File: src/hdl/i2cms_pkg.sv
// Types, codes and helpers shared by the I2C master transaction sequencer.
`default_nettype none
package i2cms_pkg;

  // Sequencer phases.
  localparam logic [3:0] PH_IDLE       = 4'd0;
  localparam logic [3:0] PH_WRITE_ONE  = 4'd1;
  localparam logic [3:0] PH_WRITE_NEXT = 4'd2;
  localparam logic [3:0] PH_WRITE_FINAL = 4'd3;
  localparam logic [3:0] PH_READ_ONE   = 4'd4;
  localparam logic [3:0] PH_READ_FIRST = 4'd5;
  localparam logic [3:0] PH_READ_NEXT  = 4'd6;
  localparam logic [3:0] PH_READ_FINAL = 4'd7;
  localparam logic [3:0] PH_READ_WAIT  = 4'd8;

  // Controller commands.
  localparam logic [3:0] CMD_NONE        = 4'd0;
  localparam logic [3:0] CMD_SINGLE_SEND = 4'd1;
  localparam logic [3:0] CMD_SEND_START  = 4'd2;
  localparam logic [3:0] CMD_SEND_CONT   = 4'd3;
  localparam logic [3:0] CMD_SEND_FINISH = 4'd4;
  localparam logic [3:0] CMD_SINGLE_RECV = 4'd5;
  localparam logic [3:0] CMD_RECV_START  = 4'd6;
  localparam logic [3:0] CMD_RECV_CONT   = 4'd7;
  localparam logic [3:0] CMD_RECV_FINISH = 4'd8;

  // Input command codes.
  localparam logic CMD_IN_START = 1'b0;
  localparam logic CMD_IN_DONE  = 1'b1;

  // Transaction kinds.
  localparam logic [2:0] KIND_BYTE_WRITE = 3'd0;
  localparam logic [2:0] KIND_SUB_WRITE  = 3'd1;
  localparam logic [2:0] KIND_RAW_WRITE  = 3'd2;
  localparam logic [2:0] KIND_BYTE_READ  = 3'd3;
  localparam logic [2:0] KIND_SUB_READ   = 3'd4;
  localparam logic [2:0] KIND_RAW_READ   = 3'd5;

  // Subaddress form codes.
  localparam logic [1:0] SUB_EIGHT_PLUS_X = 2'd0;

  localparam logic [2:0] EIGHT_PLUS_X_MASK = 3'h7;

  typedef struct packed {
    logic        command;
    logic [2:0]  kind;
    logic [7:0]  device_address;
    logic [23:0] sub_address;
    logic [1:0]  sub_size;
    logic [7:0]  byte_count;
    logic [7:0]  write_byte;
    logic [7:0]  read_byte;
  } in_t;

  typedef struct packed {
    logic [3:0] master_command;
    logic       address_valid;
    logic [6:0] slave_address;
    logic       read_direction;
    logic       put_valid;
    logic [7:0] put_byte;
    logic       store_valid;
    logic [7:0] store_byte;
    logic [7:0] next_index;
    logic       busy_res;
    logic       rejected;
  } out_t;

  typedef struct packed {
    logic [3:0]  phase;
    logic [6:0]  held_slave_address;
    logic [23:0] held_sub_address;
    logic [1:0]  sub_bytes_left;
    logic [7:0]  bytes_left;
    logic        read_after_address;
    logic [7:0]  buffer_position;
  } state_t;

  // Subaddress byte k, counting from the least significant byte.
  function automatic logic [7:0] sub_byte(logic [23:0] sub, logic [1:0] k);
    logic [7:0] b;
    case (k)
      2'd0:    b = sub[7:0];
      2'd1:    b = sub[15:8];
      2'd2:    b = sub[23:16];
      default: b = 8'h00;
    endcase
    return b;
  endfunction

endpackage
`default_nettype wire

File: src/hdl/i2cms_step.sv
// Next-state and result logic for one sequencer event.
`default_nettype none
module i2cms_step (
  input  i2cms_pkg::state_t state_i,
  input  i2cms_pkg::in_t    item_i,
  output i2cms_pkg::state_t state_o,
  output i2cms_pkg::out_t   result_o
);
  import i2cms_pkg::*;

  logic [6:0] sla;
  logic [6:0] sla_sub;
  logic [1:0] nsub;
  logic [7:0] count_sub;
  logic [1:0] sub_left_dec;
  logic [7:0] bytes_dec;
  logic [7:0] pos_inc;

  assign sla          = item_i.device_address[7:1];
  assign sla_sub      = (item_i.sub_size == SUB_EIGHT_PLUS_X)
                        ? (sla | {4'd0, item_i.sub_address[10:8] & EIGHT_PLUS_X_MASK})
                        : sla;
  assign nsub         = (item_i.sub_size == SUB_EIGHT_PLUS_X) ? 2'd1 : item_i.sub_size;
  assign count_sub    = (item_i.byte_count == 8'd0) ? 8'd1 : item_i.byte_count;
  assign sub_left_dec = state_i.sub_bytes_left - 2'd1;
  assign bytes_dec    = state_i.bytes_left - 8'd1;
  assign pos_inc      = state_i.buffer_position + 8'd1;

  always_comb begin
    state_t s;
    out_t   r;
    s = state_i;
    r = '0;
    if (item_i.command == CMD_IN_START) begin
      if (state_i.phase == PH_IDLE && item_i.kind <= KIND_RAW_READ) begin
        if ((item_i.kind == KIND_RAW_WRITE || item_i.kind == KIND_RAW_READ) &&
            item_i.byte_count < 8'd2) begin
          r.rejected = 1'b1;
        end else begin
          case (item_i.kind)
            KIND_BYTE_WRITE: begin
              s.held_slave_address = sla;
              s.read_after_address = 1'b0;
              r.address_valid      = 1'b1;
              r.slave_address      = sla;
              r.put_valid          = 1'b1;
              r.put_byte           = item_i.write_byte;
              r.master_command     = CMD_SINGLE_SEND;
              s.bytes_left         = 8'd0;
              s.buffer_position    = 8'd1;
              s.phase              = PH_WRITE_ONE;
            end
            KIND_RAW_WRITE: begin
              s.held_slave_address = sla;
              s.read_after_address = 1'b0;
              s.sub_bytes_left     = 2'd0;
              r.address_valid      = 1'b1;
              r.slave_address      = sla;
              r.put_valid          = 1'b1;
              r.put_byte           = item_i.write_byte;
              r.master_command     = CMD_SEND_START;
              s.bytes_left         = item_i.byte_count - 8'd1;
              s.buffer_position    = 8'd1;
              s.phase = (item_i.byte_count == 8'd2) ? PH_WRITE_FINAL : PH_WRITE_NEXT;
            end
            KIND_BYTE_READ: begin
              s.held_slave_address = sla;
              s.read_after_address = 1'b0;
              r.address_valid      = 1'b1;
              r.slave_address      = sla;
              r.read_direction     = 1'b1;
              r.master_command     = CMD_SINGLE_RECV;
              s.bytes_left         = 8'd1;
              s.buffer_position    = 8'd0;
              s.phase              = PH_READ_WAIT;
            end
            KIND_RAW_READ: begin
              s.held_slave_address = sla;
              s.read_after_address = 1'b0;
              r.address_valid      = 1'b1;
              r.slave_address      = sla;
              r.read_direction     = 1'b1;
              r.master_command     = CMD_RECV_START;
              s.bytes_left         = item_i.byte_count;
              s.buffer_position    = 8'd0;
              s.phase = (item_i.byte_count == 8'd2) ? PH_READ_FINAL : PH_READ_NEXT;
            end
            default: begin
              // Subaddress write or read.
              s.held_slave_address = sla_sub;
              s.held_sub_address   = item_i.sub_address;
              s.bytes_left         = count_sub;
              s.buffer_position    = 8'd0;
              s.read_after_address = (item_i.kind == KIND_SUB_READ);
              s.sub_bytes_left     = nsub - 2'd1;
              r.address_valid      = 1'b1;
              r.slave_address      = sla_sub;
              r.put_valid          = 1'b1;
              r.put_byte           = sub_byte(item_i.sub_address, nsub - 2'd1);
              r.master_command     = CMD_SEND_START;
              if (item_i.kind == KIND_SUB_WRITE) begin
                s.phase = (nsub == 2'd1 && count_sub == 8'd1) ? PH_WRITE_FINAL
                                                              : PH_WRITE_NEXT;
              end else if (nsub == 2'd1) begin
                s.phase = (count_sub == 8'd1) ? PH_READ_ONE : PH_READ_FIRST;
              end else begin
                s.phase = PH_WRITE_NEXT;
              end
            end
          endcase
        end
      end
    end else begin
      unique case (state_i.phase)
        PH_WRITE_ONE: s.phase = PH_IDLE;
        PH_WRITE_NEXT: begin
          r.put_valid = 1'b1;
          if (state_i.sub_bytes_left != 2'd0) begin
            s.sub_bytes_left = sub_left_dec;
            r.put_byte       = sub_byte(state_i.held_sub_address, sub_left_dec);
            if (sub_left_dec == 2'd0) begin
              if (state_i.read_after_address) begin
                s.phase = (state_i.bytes_left == 8'd1) ? PH_READ_ONE : PH_READ_FIRST;
              end else if (state_i.bytes_left == 8'd1) begin
                s.phase = PH_WRITE_FINAL;
              end
            end
          end else begin
            r.put_byte        = item_i.write_byte;
            s.buffer_position = pos_inc;
            s.bytes_left      = bytes_dec;
            if (bytes_dec == 8'd1) s.phase = PH_WRITE_FINAL;
          end
          r.master_command = CMD_SEND_CONT;
        end
        PH_WRITE_FINAL: begin
          r.put_valid       = 1'b1;
          r.put_byte        = item_i.write_byte;
          s.buffer_position = pos_inc;
          s.bytes_left      = bytes_dec;
          r.master_command  = CMD_SEND_FINISH;
          s.phase           = PH_IDLE;
        end
        PH_READ_ONE: begin
          r.address_valid  = 1'b1;
          r.slave_address  = state_i.held_slave_address;
          r.read_direction = 1'b1;
          r.master_command = CMD_SINGLE_RECV;
          s.phase          = PH_READ_WAIT;
        end
        PH_READ_FIRST: begin
          r.address_valid  = 1'b1;
          r.slave_address  = state_i.held_slave_address;
          r.read_direction = 1'b1;
          r.master_command = CMD_RECV_START;
          s.phase = (state_i.bytes_left == 8'd2) ? PH_READ_FINAL : PH_READ_NEXT;
        end
        PH_READ_NEXT: begin
          r.store_valid     = 1'b1;
          r.store_byte      = item_i.read_byte;
          s.buffer_position = pos_inc;
          s.bytes_left      = bytes_dec;
          r.master_command  = CMD_RECV_CONT;
          if (bytes_dec == 8'd2) s.phase = PH_READ_FINAL;
        end
        PH_READ_FINAL: begin
          r.store_valid     = 1'b1;
          r.store_byte      = item_i.read_byte;
          s.buffer_position = pos_inc;
          s.bytes_left      = bytes_dec;
          r.master_command  = CMD_RECV_FINISH;
          s.phase           = PH_READ_WAIT;
        end
        PH_READ_WAIT: begin
          r.store_valid     = 1'b1;
          r.store_byte      = item_i.read_byte;
          s.buffer_position = pos_inc;
          s.bytes_left      = bytes_dec;
          s.phase           = PH_IDLE;
        end
        default: s.phase = PH_IDLE;
      endcase
    end
    r.next_index = s.buffer_position;
    r.busy_res   = (s.phase != PH_IDLE);
    state_o  = s;
    result_o = r;
  end

endmodule
`default_nettype wire

File: src/hdl/i2c_master_transaction_sequencer_top.sv
// Top level of the I2C master transaction sequencer: input stage, state and result register.
// A word accepted into the input register passes through the step logic into the result
// register once that register is empty or drained. Throughput: one word per cycle while
// out_ready_i keeps the result register drained; the input register feeds the step logic,
// whose result lands in the output register while the sequencer state updates alongside.
// Reset clears the phase and all held state to zero/idle and empties both stages.
`default_nettype none
module i2c_master_transaction_sequencer_top (
  input  wire                clk_i,
  input  wire                rst_ni,
  input  wire                in_valid_i,
  output logic               in_ready_o,
  input  i2cms_pkg::in_t     in_data_i,
  output logic               out_valid_o,
  input  wire                out_ready_i,
  output i2cms_pkg::out_t    out_data_o
);
  import i2cms_pkg::*;

  // Input stage: holds one accepted word until the step logic consumes it.
  logic   in_valid_q;
  in_t    in_data_q;

  // Sequencer state, advanced once for each word that leaves the input stage.
  state_t state_q;
  state_t state_d;

  // Result register facing the consumer.
  logic   out_valid_q;
  out_t   out_data_q;
  out_t   result_d;

  logic   advance;

  // A word moves from the input stage to the result register whenever the result
  // register is empty or is being drained in the same cycle.
  assign advance    = in_valid_q && (!out_valid_q || out_ready_i);
  assign in_ready_o = !in_valid_q || advance;

  i2cms_step u_step (
    .state_i  (state_q),
    .item_i   (in_data_q),
    .state_o  (state_d),
    .result_o (result_d)
  );

  always_ff @(posedge clk_i or negedge rst_ni) begin
    if (!rst_ni) begin
      in_valid_q <= 1'b0;
    end else if (in_ready_o) begin
      in_valid_q <= in_valid_i;
    end
  end

  always_ff @(posedge clk_i) begin
    if (in_ready_o && in_valid_i) begin
      in_data_q <= in_data_i;
    end
  end

  always_ff @(posedge clk_i or negedge rst_ni) begin
    if (!rst_ni) begin
      state_q     <= '0;
      out_valid_q <= 1'b0;
    end else begin
      if (advance) begin
        state_q <= state_d;
      end
      if (advance) begin
        out_valid_q <= 1'b1;
      end else if (out_ready_i) begin
        out_valid_q <= 1'b0;
      end
    end
  end

  always_ff @(posedge clk_i) begin
    if (advance) begin
      out_data_q <= result_d;
    end
  end

  assign out_valid_o = out_valid_q;
  assign out_data_o  = out_data_q;

  // A refused start leaves the sequencer idle and issues no command.
  assert property (@(posedge clk_i) disable iff (!rst_ni)
    out_valid_q && out_data_q.rejected |->
      out_data_q.master_command == CMD_NONE && !out_data_q.busy_res)
    else $error("rejected start issued a command or left the sequencer busy");

  // A result never carries both a byte to send and a byte to store.
  assert property (@(posedge clk_i) disable iff (!rst_ni)
    out_valid_q |-> !(out_data_q.put_valid && out_data_q.store_valid))
    else $error("result both sends and stores a byte");

  // Every word that leaves the input stage shows up as a result word next cycle.
  assert property (@(posedge clk_i) disable iff (!rst_ni)
    advance |=> out_valid_q)
    else $error("consumed word produced no result");

  // The busy flag of the latest result tracks the held phase.
  assert property (@(posedge clk_i) disable iff (!rst_ni)
    advance |=> out_data_q.busy_res == (state_q.phase != PH_IDLE))
    else $error("busy flag disagrees with the sequencer phase");

endmodule
`default_nettype wire
File: config.mk
export PLATFORM = sky130hd
export DESIGN_NAME = i2c_master_transaction_sequencer_top
export DESIGN_NICKNAME = d
export VERILOG_FILES = /design/src/hdl/i2cms_pkg.sv /design/src/hdl/i2cms_step.sv /design/src/hdl/i2c_master_transaction_sequencer_top.sv
export SDC_FILE = /design/constraint.sdc
export NUM_CORES = 1
export LEC_CHECK = 0
export ABC_CLOCK_PERIOD_IN_PS = 3100
export BUFFER_PORTS_ARGS = -buffer_cell sky130_fd_sc_hd__buf_2
export CAP_MARGIN = 20
export CELL_PAD_IN_SITES_DETAIL_PLACEMENT = 1
export CELL_PAD_IN_SITES_GLOBAL_PLACEMENT = 2
export CORE_ASPECT_RATIO = 1.2
export CORE_MARGIN = 2
export CORE_UTILIZATION = 38
export CTS_CLUSTER_DIAMETER = 120
export CTS_CLUSTER_SIZE = 8
export DETAILED_ROUTE_END_ITERATION = 16
export PLACE_DENSITY_LB_ADDON = 0.25
export RECOVER_POWER = 100
export SYNTH_ARGS = -nofsm -noshare
export SYNTH_HDL_FRONTEND = slang
export SYNTH_SLANG_ARGS = --single-unit
File: constraint.sdc
create_clock -name clk_i -period 3.1 [get_ports clk_i]
set_input_delay 0.155 -clock clk_i [delete_from_list [all_inputs] [get_ports clk_i]]
set_output_delay 0.155 -clock clk_i [all_outputs]
set_load 0.02 [all_outputs]
==> metrics, run 1 <==
Starting Density 38.9%; core area 18900 um2; CP Class flop to flop; CP required 3.41 ns; worst clock skew 0.00956 ns; Detailed Route WL 20.9 mm; Initial DRC Count 282; CP Max Fanout 17; post-layout min period 2.73 ns; total CTS buffers 17; CTS root buffer clkbuf_16; Final Instance Area 9320 um2; GPL Wtd Cong 0.851; average vias per placed instance 5.34; Cell Pwr Density 728 nW/um2; # clock sinks 158; top cells by area, synth edfxtp_1 (42%), dfrtp_1 (19%), mux2_2 (4.5%), nand2_1 (3.8%), o21ai_0 (2.9%); FMAX 366 MHz; crit path capture type flop; CP Cell Sequence nand2b_1, nand2_1, inv_1, clkbuf_1, o21ai_2, a221o_2; Ys Warns 0; top post-synthesis cells by count edfxtp_1 (102), nand2_1 (75), dfrtp_1 (56), o21ai_0 (43), nor2_1 (40); # diodes 0; drt wl/cell 19.7 um; Die Width 131 um; via count 5640; Worst R2R Start out_valid_o; Pre-Repair DR Iteration Count 6; vias in the first global route 6174; Post-Syn Instances 606; CTS Buffer Depth 2; first-pass GRT wire length 33.8 mm; R2R setup slack 0.37 ns; RR Endpoint state_q[15]; slowest CP cell clkbuf_1; GRT Util Overall 21.8%; Post-CTS Resized 0; WHS Endpoint out_valid_o; pin count of the biggest net entering global routing 33; Worst path max stage delay 0.82 ns; final setup fails 0; R2R cell count 6; hold crit path type input port to flop; status complete, no violations; Fin Setup TNS 0 ns; Worst Path Arrival 3.04 ns; Max H-tree Level 4; insertion delay to the later sink of the worst-skew pair 0.43 ns; ANT nets after route 0; placed instance area 8230 um2; Buffers on Ports 107; MaxCap Viol Count 0; initial antenna violation count 0; Synth area leader edfxtp_1; Final HPWL DP 14.1 mm; number of synthesized register bits 158; leakage 3.61 nW; Synthesized Nets 683; synthesized area 7330 um2; count of pins over their slew limit 0; slew margin rel. 4.89%; Avg Inst Size Synth 12.1 um2; Final Hold Violating Endpoints 0; most frequent cell after synthesis edfxtp_1; Top FF cell, synth edfxtp_1; post-synth cell types 67; crit path buf inv count 2; TritonCTS clock tree yes; Peak VDD IR 0.000402 V; critical path startpoint category flop; row cnt 55; nets 865; top-area cell type share of the netlist area 41.8%; hold_sp out_ready_i; RSZ-0062 raised after global routing no; synth-to-layout area growth 27.2%; Reg clk slew, reported paths 0.07 ns; grt total ovfl 0; die area 20400 um2; total I/O pin count 109; height of the die 156 um; post-synthesis sequential area ratio 60.9%; layout cells sized above 1 17.7%; Worst Tran Pin Value 1.43 ns; critical path's top delay family buffers and inverters; period utilization 88.1%; Hold Path Depth 3; Async S/R FF share, synth 35.4%; Post-synth EDFFs 102; Residual DRC 0
[per-stage QoR]
stage | total power, mW | utilization, % | instances | setup WS [ns] | hold slack, ns
6_report | 6.79 | 49.4 | 1057 | 0.368 | 0.0243
4_1_cts | 6.88 | 50.1 | 1057 | 0.513 | 0.00745
3_3_place_gp | 4.64 | 43.6 | 962 | 0.577 | 0.139
3_5_place_dp | 4.75 | 43.6 | 962 | 0.541 | 0.155
2_1_floorplan | 4.15 | - | 606 | 0.359 | -0.141
5_1_grt | 7.16 | 49.4 | 1057 | 0.161 | 0.0305
[logic make-up (layout without fill, tap and decap cells)]
family                     count (synthesis)  in the layout  share of synthesized area, %
and+or+nand+nor                          203            203                          13.7
buffers and inverters                     40            235                          2.36
DFF                                      158            158                          60.9
xor gates and xnor gates                  10             10                          1.19
adders and majority gates                 11             11                          1.88
muxes                                     46             46                          6.78
AOI/OAI and AO/OA                        138            138                          13.2
[sequential cells by signal, summed over array words and instances (netlist names)]
name / cells
out_data_o: 41
in_data_q: 61
state_q: 54
in_valid_q: 1
out_valid_o: 1
[worst register-to-register path, stage by stage, from the launching register on]
cell and delay [ns]:
dfrtp_1 0.40, nand2b_1 0.10, nand2_1 0.07, inv_1 0.44, clkbuf_1 0.82, o21ai_2 0.32
a221o_2 0.46
[power breakdown]
| part | leakage [nW] | switching, mW | internal [mW] | total (mW) |
|---|---|---|---|---|
| Sequential | 1.68 | 0.380 | 2.72 | 3.10 |
| Combinational | 1.65 | 0.941 | 0.698 | 1.64 |
| Clock | 0.275 | 0.978 | 1.07 | 2.05 |
[final cells by class]
cell class                      count  area (um2)
Timing Repair Buffer              191        1240
Multi-Input combinational cell    408        2680
Fill cell                        2064        9530
Clock buffer                       17         425
Sequential cell                   158        4460
Inverter                           12        45.0
Clock inverter                     15         151
Tap cell                          256         320
[metal layers]
| layer | GRT usage, % | wire length (um) | up-vias |
|---|---|---|---|
| met5 | 0 | 0 | - |
| li1 | - | - | 2651 |
| met3 | 3.91 | 667 | 23 |
| met4 | 6.28 | 326 | 0 |
| met2 | 39.4 | 11400 | 129 |
| met1 | 26.5 | 8480 | 2837 |
[how the worst max path moves through the flow]
stage                              from           to  slack, ns  cells after the start
after floorplan             out_valid_o   state_q[8]       0.36                      7
after global placement    in_data_q[60]  state_q[50]       0.58                      5
after detailed placement  in_data_q[60]  state_q[18]       0.54                      5
after CTS                 in_data_q[60]  state_q[18]       0.51                      5
after global routing        out_valid_o  state_q[15]       0.16                      6
final                       out_valid_o  state_q[15]       0.37                      6
[placed cells by master (no fill, tap or decap), drive strengths merged, types with 5 or more instances in the layout]
cell type / Yosys / routed
nor2: 42 / 42
clkbuf: 15 / 78
o221ai: 8 / 8
mux2: 29 / 29
and3: 5 / 5
dlygate4sd3: 0 / 63
buf: 13 / 67
a21oi: 18 / 18
o2bb2ai: 5 / 5
o21ai: 45 / 45
nand2b: 10 / 10
nand4: 6 / 6
and2: 12 / 12
edfxtp: 102 / 102
mux2i: 17 / 17
nor3: 11 / 11
ha: 11 / 11
inv: 11 / 19
xor2: 6 / 6
nand3: 11 / 11
dfrtp: 56 / 56
a22o: 7 / 7
a222oi: 8 / 8
a31oi: 8 / 8
nand2: 76 / 76
clkinv: 1 / 5
nor2b: 7 / 7
o22ai: 5 / 5
[repair_timing]
action,in CTS,in global routing
setup endpoints to repair,0,0
hold buffers,63,0
buffers inserted,0,0
endpoints found under the hold margin,79,0
Note: power is estimated with default switching activity, not from simulation.
==> run 2, diff against run 1 <==
--- a/config.mk
+++ b/config.mk
@@ -11,11 +11,12 @@
 export CELL_PAD_IN_SITES_DETAIL_PLACEMENT = 1
 export CELL_PAD_IN_SITES_GLOBAL_PLACEMENT = 2
 export CORE_ASPECT_RATIO = 1.2
-export CORE_MARGIN = 2
+export CORE_MARGIN = 4
 export CORE_UTILIZATION = 38
 export CTS_CLUSTER_DIAMETER = 120
 export CTS_CLUSTER_SIZE = 8
 export DETAILED_ROUTE_END_ITERATION = 16
+export GPL_ROUTABILITY_DRIVEN = 1
 export PLACE_DENSITY_LB_ADDON = 0.25
 export RECOVER_POWER = 100
 export SYNTH_ARGS = -nofsm -noshare
==> run 2 against run 1 <==
Compared with the run above: first-iteration DRC count shrank 3.9%; critical endpoint unchanged; critical path type unchanged; clock skew grew 0.0065 ns; wire length grew 0.16%; largest cell class unchanged; sequential share of layout area shrank 0.17 points; largest power group unchanged.
==> metrics, run 2 (same netlist as run 1, synthesis figures left out) <==
initial antenna violation count 0 (unchanged); Cell Pwr Density 734 nW/um2 (+0.81%); average vias per placed instance 5.29 (-0.88%); total I/O pin count 109 (unchanged); Residual DRC 0 (unchanged); post-layout min period 2.86 ns (+0.132 ns); Pint 4.56 mW (+1.7%); Worst Tran Pin Value 1.08 ns (-0.345 ns); GRT Util Overall 19.6% (-2.3 points); Largest register FFs 61 (unchanged); most frequent cells in the layout edfxtp_1 (102), nand2_1 (76), dlygate4sd3_1 (64); die area 21600 um2 (+5.7%); Fillers 2033 (-1.5%); Seq pwr share 45.1% (-0.6 points); Gate power share 23.3% (-0.8 points); ANT nets after route 0 (unchanged); Peak VDD IR 0.000381 V (-5.2%); layout cells sized above 1 17.4% (-0.35 points); # diodes 0 (unchanged); CP required 3.43 ns (+0.02 ns); CP Max Fanout 16 (-1); GPL Wtd Cong 0.881 (+3.5%); Initial DRC Count 271 (-3.9%); first-pass GRT wire length 33.1 mm (-1.9%); drt wl/cell 19.8 um (+0.26%); CTS Buffer Depth 2 (unchanged); Reg clk slew, reported paths 0.08 ns (about the same); hold crit path type input port to async pin; Worst Path Arrival 3.19 ns (+0.15 ns); Largest Register in_data_q; count of pins over their slew limit 0 (unchanged); Pre-Repair DR Iteration Count 5 (-1); Detail Route met2 WL 11.3 mm (-0.57%); CP Cell Sequence or4b_1, o22ai_1, o21ai_2, a221o_2; Clock power frac 31.6% (+1.4 points); period utilization 92.4% (+4.3 points); vias in the first global route 6125 (-0.79%); insertion delay to the later sink of the worst-skew pair 0.43 ns (about the same); synth-to-layout area growth 27.6%; CTS root buffer clkbuf_16; RSZ-0062 raised after global routing no; Fin Setup TNS 0 ns (unchanged); total CTS buffers 17 (unchanged); Final HPWL DP 14.0 mm (-0.50%); final setup fails 0 (unchanged); slowest CP cell o22ai_1; Top Metal Used met4; Die Width 135 um (+3.1%); MaxCap Viol Count 0 (unchanged); most common cell after layout, fill and taps aside edfxtp_1; Post-CTS Resized 0 (unchanged); Max H-tree Level 4 (unchanged); status complete, no violations; via count 5585 (-0.98%); worst clock skew 0.0161 ns (+0.00654 ns); Net Sw Power 2.30 mW (+0.14%); CP Class flop to flop; crit path capture type flop; worst hold margin 0.308 ns (+0.284 ns); Sw Share 33.5% (-0.35 points); leakage 3.63 nW (+0.63%); grt total ovfl 0 (unchanged); Buffers on Ports 107 (unchanged); # clock sinks 158 (unchanged); height of the die 160 um (+2.6%); Starting Density 38.7% (-0.14 points); FMAX 349 MHz (-4.6%); Detailed Route WL 20.9 mm (+0.16%); nets 864 (-0.12%); pin count of the biggest net entering global routing 36 (+9.1%); Worst path max stage delay 0.77 ns (-0.05 ns); met3 WL 524 um (-21%); critical path startpoint category flop; core area 18900 um2 (+0.36%); TritonCTS clock tree yes; slew margin rel. 27.9% (+23 points); row cnt 55 (unchanged); Final Hold Violating Endpoints 0 (unchanged); met1 WL 8.61 mm (+1.5%)
-- run 2: final timing paths --
path                          startpoint             to  slack, ns  cells past startpoint
setup / recovery             state_q[52]    state_q[15]       0.24                      4
hold / removal                    rst_ni    state_q[13]       0.31                      2
setup reg to reg             state_q[52]    state_q[15]       0.24                      4
hold reg to reg              state_q[43]    state_q[43]       0.49                      2
max in group asynchronous         rst_ni    state_q[18]       1.73                      4
min in group clk_i         in_data_i[44]  in_data_q[44]       0.42                      2
-- run 2: cell type report --
class / count / area (um2) / share of cell area [%]
Inverter: 12 / 45.0 / 0.481
Clock inverter: 15 / 198 / 2.11
Timing Repair Buffer: 190 / 1240 / 13.2
Tap cell: 256 / 320 / 3.42
Multi-Input combinational cell: 408 / 2670 / 28.5
Sequential cell: 158 / 4460 / 47.7
Clock buffer: 17 / 425 / 4.55
-- run 2: metal layers --
layer | vias to the layer above | global-route usage (%)
li1 | 2637 | -
met1 | 2805 | 23.6
met2 | 107 | 35.8
met3 | 36 | 2.68
met4 | 0 | 6.25
met5 | - | 0
-- run 2: metrics by stage --
stage	area [um2]	power, mW	cells	utilization, %	setup slack (ns)
2_1_floorplan	7330	4.15	606	-	0.359
3_3_place_gp	8210	4.63	959	43.4	0.523
3_5_place_dp	8230	4.74	960	43.5	0.431
4_1_cts	9490	6.99	1056	50.2	0.416
5_1_grt	9360	7.24	1056	49.4	0.151
6_report	9360	6.87	1056	49.4	0.236
-- run 2: repair_timing --
action	CTS	global route
hold buffers	64	0
buffers inserted	0	0
hold endpoints to repair	113	0
-- run 2: power groups by stage --
stage | sequential (mW) | clock (mW) | combinational, mW
final | 3.10 | 2.17 | 1.60
after global routing | 3.15 | 2.32 | 1.77
after CTS | 3.09 | 2.22 | 1.69
after detailed placement | 3.13 | 0 | 1.61
after global placement | 3.09 | 0 | 1.54
after floorplan | 3.07 | 0 | 1.08
-- run 2: critical path, delay by kind of cell (launching register included) --
family,cells,cell delay [ns]
flops,1,0.58
compound gates,3,1.52
simple gates,1,0.66
==> run 3, diff against run 2 <==
==> constraint.sdc (replaced) <==
create_clock -name clk_i -period 3.1 [get_ports clk_i]
set_input_delay 0.62 -clock clk_i [delete_from_list [all_inputs] [get_ports clk_i]]
set_output_delay 0.62 -clock clk_i [all_outputs]
set_load 0.02 [all_outputs]
==> run 3 against run 2 <==
Compared with the run above: the run now ends with max-capacitance violations, max-slew violations left; combinational power about the same; via count decreased by 3.7%; critical path depth increased by 1; die area unchanged; clock power decreased by 4%; core utilization decreased by 3.3 points; worst setup slack improved by 0.23 ns; first-iteration DRC count increased by 49%; clock skew decreased by 0.0073 ns; sequential power about the same; sequential share of layout area increased by 3.4 points; critical path type unchanged; register-to-register slack improved by 0.23 ns.
==> metrics, run 3 (same netlist as run 1, synthesis figures left out) <==
status finished with violations; failing checks max-capacitance violations, max-slew violations; crit path capture type flop; met2 global-route usage 33.3% (-2.4 points); Worst R2R Start in_data_q[59]; Seq pwr share 45.7% (+0.6 points); total I/O pin count 109 (unchanged); Post-CTS Resized 0 (unchanged); MaxCap Viol Count 1 (+1); grt total ovfl 0 (unchanged); CP required 3.41 ns (-0.02 ns); most common cell after layout, fill and taps aside edfxtp_1; worst clock skew 0.00885 ns (-0.00725 ns); Die Width 135 um (unchanged); CP Class flop to flop; CTS Buffer Depth 2 (unchanged); R2R setup slack 0.46 ns (+0.23 ns); Buffers on Ports 107 (unchanged); Worst Tran Pin Value 1.50 ns (+0.420 ns); Post-Place Cells 963 (+0.31%); Non-Filler Instances 995 (-5.8%); FF+latch area 4460 um2 (unchanged); TritonCTS clock tree yes; # clock sinks 158 (unchanged); RSZ-0062 raised after global routing no; GRT busiest layer met2; RR Endpoint state_q[18]; initial antenna violation count 0 (unchanged); first-pass GRT wire length 31.8 mm (-3.9%); period utilization 85.0% (-7.4 points); most frequent cells in the layout edfxtp_1 (102), nand2_1 (75), buf_2 (60); # diodes 0 (unchanged); CP Max Fanout 13 (-3); vias in the first global route 5888 (-3.9%); Worst Setup EP state_q[18]; hold buffers post-CTS 0 (-100%); average vias per placed instance 5.41 (+2.2%); Hold Path Depth 1; die area 21600 um2 (unchanged); total CTS buffers 17 (unchanged); Net Sw Power 2.28 mW (-1.0%); Max H-tree Level 4 (unchanged); Clock power frac 30.9% (-0.7 points); Fillers 2048 (+0.74%); final setup fails 0 (unchanged); Worst Path Arrival 2.94 ns (-0.25 ns); hold crit path type input port to flop; core area 18900 um2 (unchanged); count of pins over their slew limit 23 (+23); post-layout min period 2.64 ns (-0.229 ns); Reg clk slew, reported paths 0.07 ns (about the same); Largest Register in_data_q; Gate power share 23.4% (about the same); GPL Wtd Cong 0.896 (+1.8%); nets 803 (-7.1%); critical path startpoint category flop; layout cells sized above 1 20.3% (+2.9 points); via count 5380 (-3.7%); met1 usage 22.7% (-0.82 points); Post-CTS Setup Bufs 0 (unchanged); height of the die 160 um (unchanged); drt wl/cell 19.7 um (-0.66%); Pre-Repair DR Iteration Count 6 (+1); Sw Share 33.8% (+0.31 points); insertion delay to the later sink of the worst-skew pair 0.43 ns (about the same); Starting Density 38.7% (unchanged); Cell Pwr Density 772 nW/um2 (+5.1%); ANT nets after route 0 (unchanged); Final Hold Violating Endpoints 0 (unchanged); Largest register FFs 61 (unchanged); Pint 4.46 mW (-2.4%); Residual DRC 0 (unchanged); Fin Setup TNS 0 ns (unchanged); routing usage on met3 4.19% (+1.5 points); pin count of the biggest net entering global routing 38 (+5.6%); CTS root buffer clkbuf_16; area of the multi-input gates 2680 um2 (+0.61%); synth-to-layout area growth 19.1%; Peak VDD IR 0.000425 V (+12%); Worst Setup SP in_data_q[59]; Final HPWL DP 14.0 mm (about the same); slew margin rel. -0.111% (-28 points); Detailed Route WL 19.6 mm (-6.4%); row cnt 55 (unchanged); total power 6.73 mW (-1.9%); Initial DRC Count 403 (+49%); leakage 3.36 nW (-7.4%); FMAX 379 MHz (+8.7%); R2R cell count 5 (+1); GRT Util Overall 18.8% (-0.80 points)
-- run 3: worst min path at each step --
stage	to	start	slack, ns
finish	in_data_q[5]	in_data_i[5]	0.36
global placement	state_q[45]	state_q[45]	0.46
CTS	state_q[0]	rst_ni	0.23
floorplan	in_valid_q	rst_ni	0.32
global route	in_data_q[3]	in_data_i[3]	0.33
detailed placement	state_q[46]	in_data_q[54]	0.46
-- run 3: critical path, stage by stage (launching register included) --
cell and delay (ns):
edfxtp_1 0.59, nor3b_1 0.25, o211ai_1 0.59, nand2_1 0.30, a211oi_1 0.41, mux2_2 0.38
-- run 3: layer usage --
layer	wire, um	share of wire [%]	up-vias
li1	-	-	2524
met1	8120	41	2719
met2	10500	54	115
met3	667	3.4	22
met4	237	1.2	0
met5	0	0	-
-- run 3: power by group through the flow --
stage	Sequential, mW	Combinational, mW	Clock [mW]
after global routing	3.14	1.75	2.23
final	3.08	1.58	2.08
after detailed placement	3.12	1.62	0
after global placement	3.08	1.56	0
after CTS	3.08	1.63	2.14
after floorplan	3.07	1.08	0
-- run 3: final cells by class --
| class | count | area share, % |
|---|---|---|
| flip-flops and latches | 158 | 51.1 |
| inverters | 12 | 0.516 |
| repair buffers | 129 | 7.05 |
| well taps | 256 | 3.67 |
| clock buffers | 17 | 4.87 |
| multi-input cells | 408 | 30.7 |
| clock inverters | 15 | 2.02 |
-- run 3: stage by stage --
stage               worst slack (ns)  instance area [um2]  util (%)  hold slack (ns)
floorplan                      0.145                 7330         -            0.324
global placement               0.679                 8250      43.6            0.462
detailed placement             0.665                 8250      43.6            0.462
CTS                            0.652                 8850      46.8            0.232
global route                   0.242                 8730      46.1            0.332
finish                         0.464                 8730      46.1            0.359
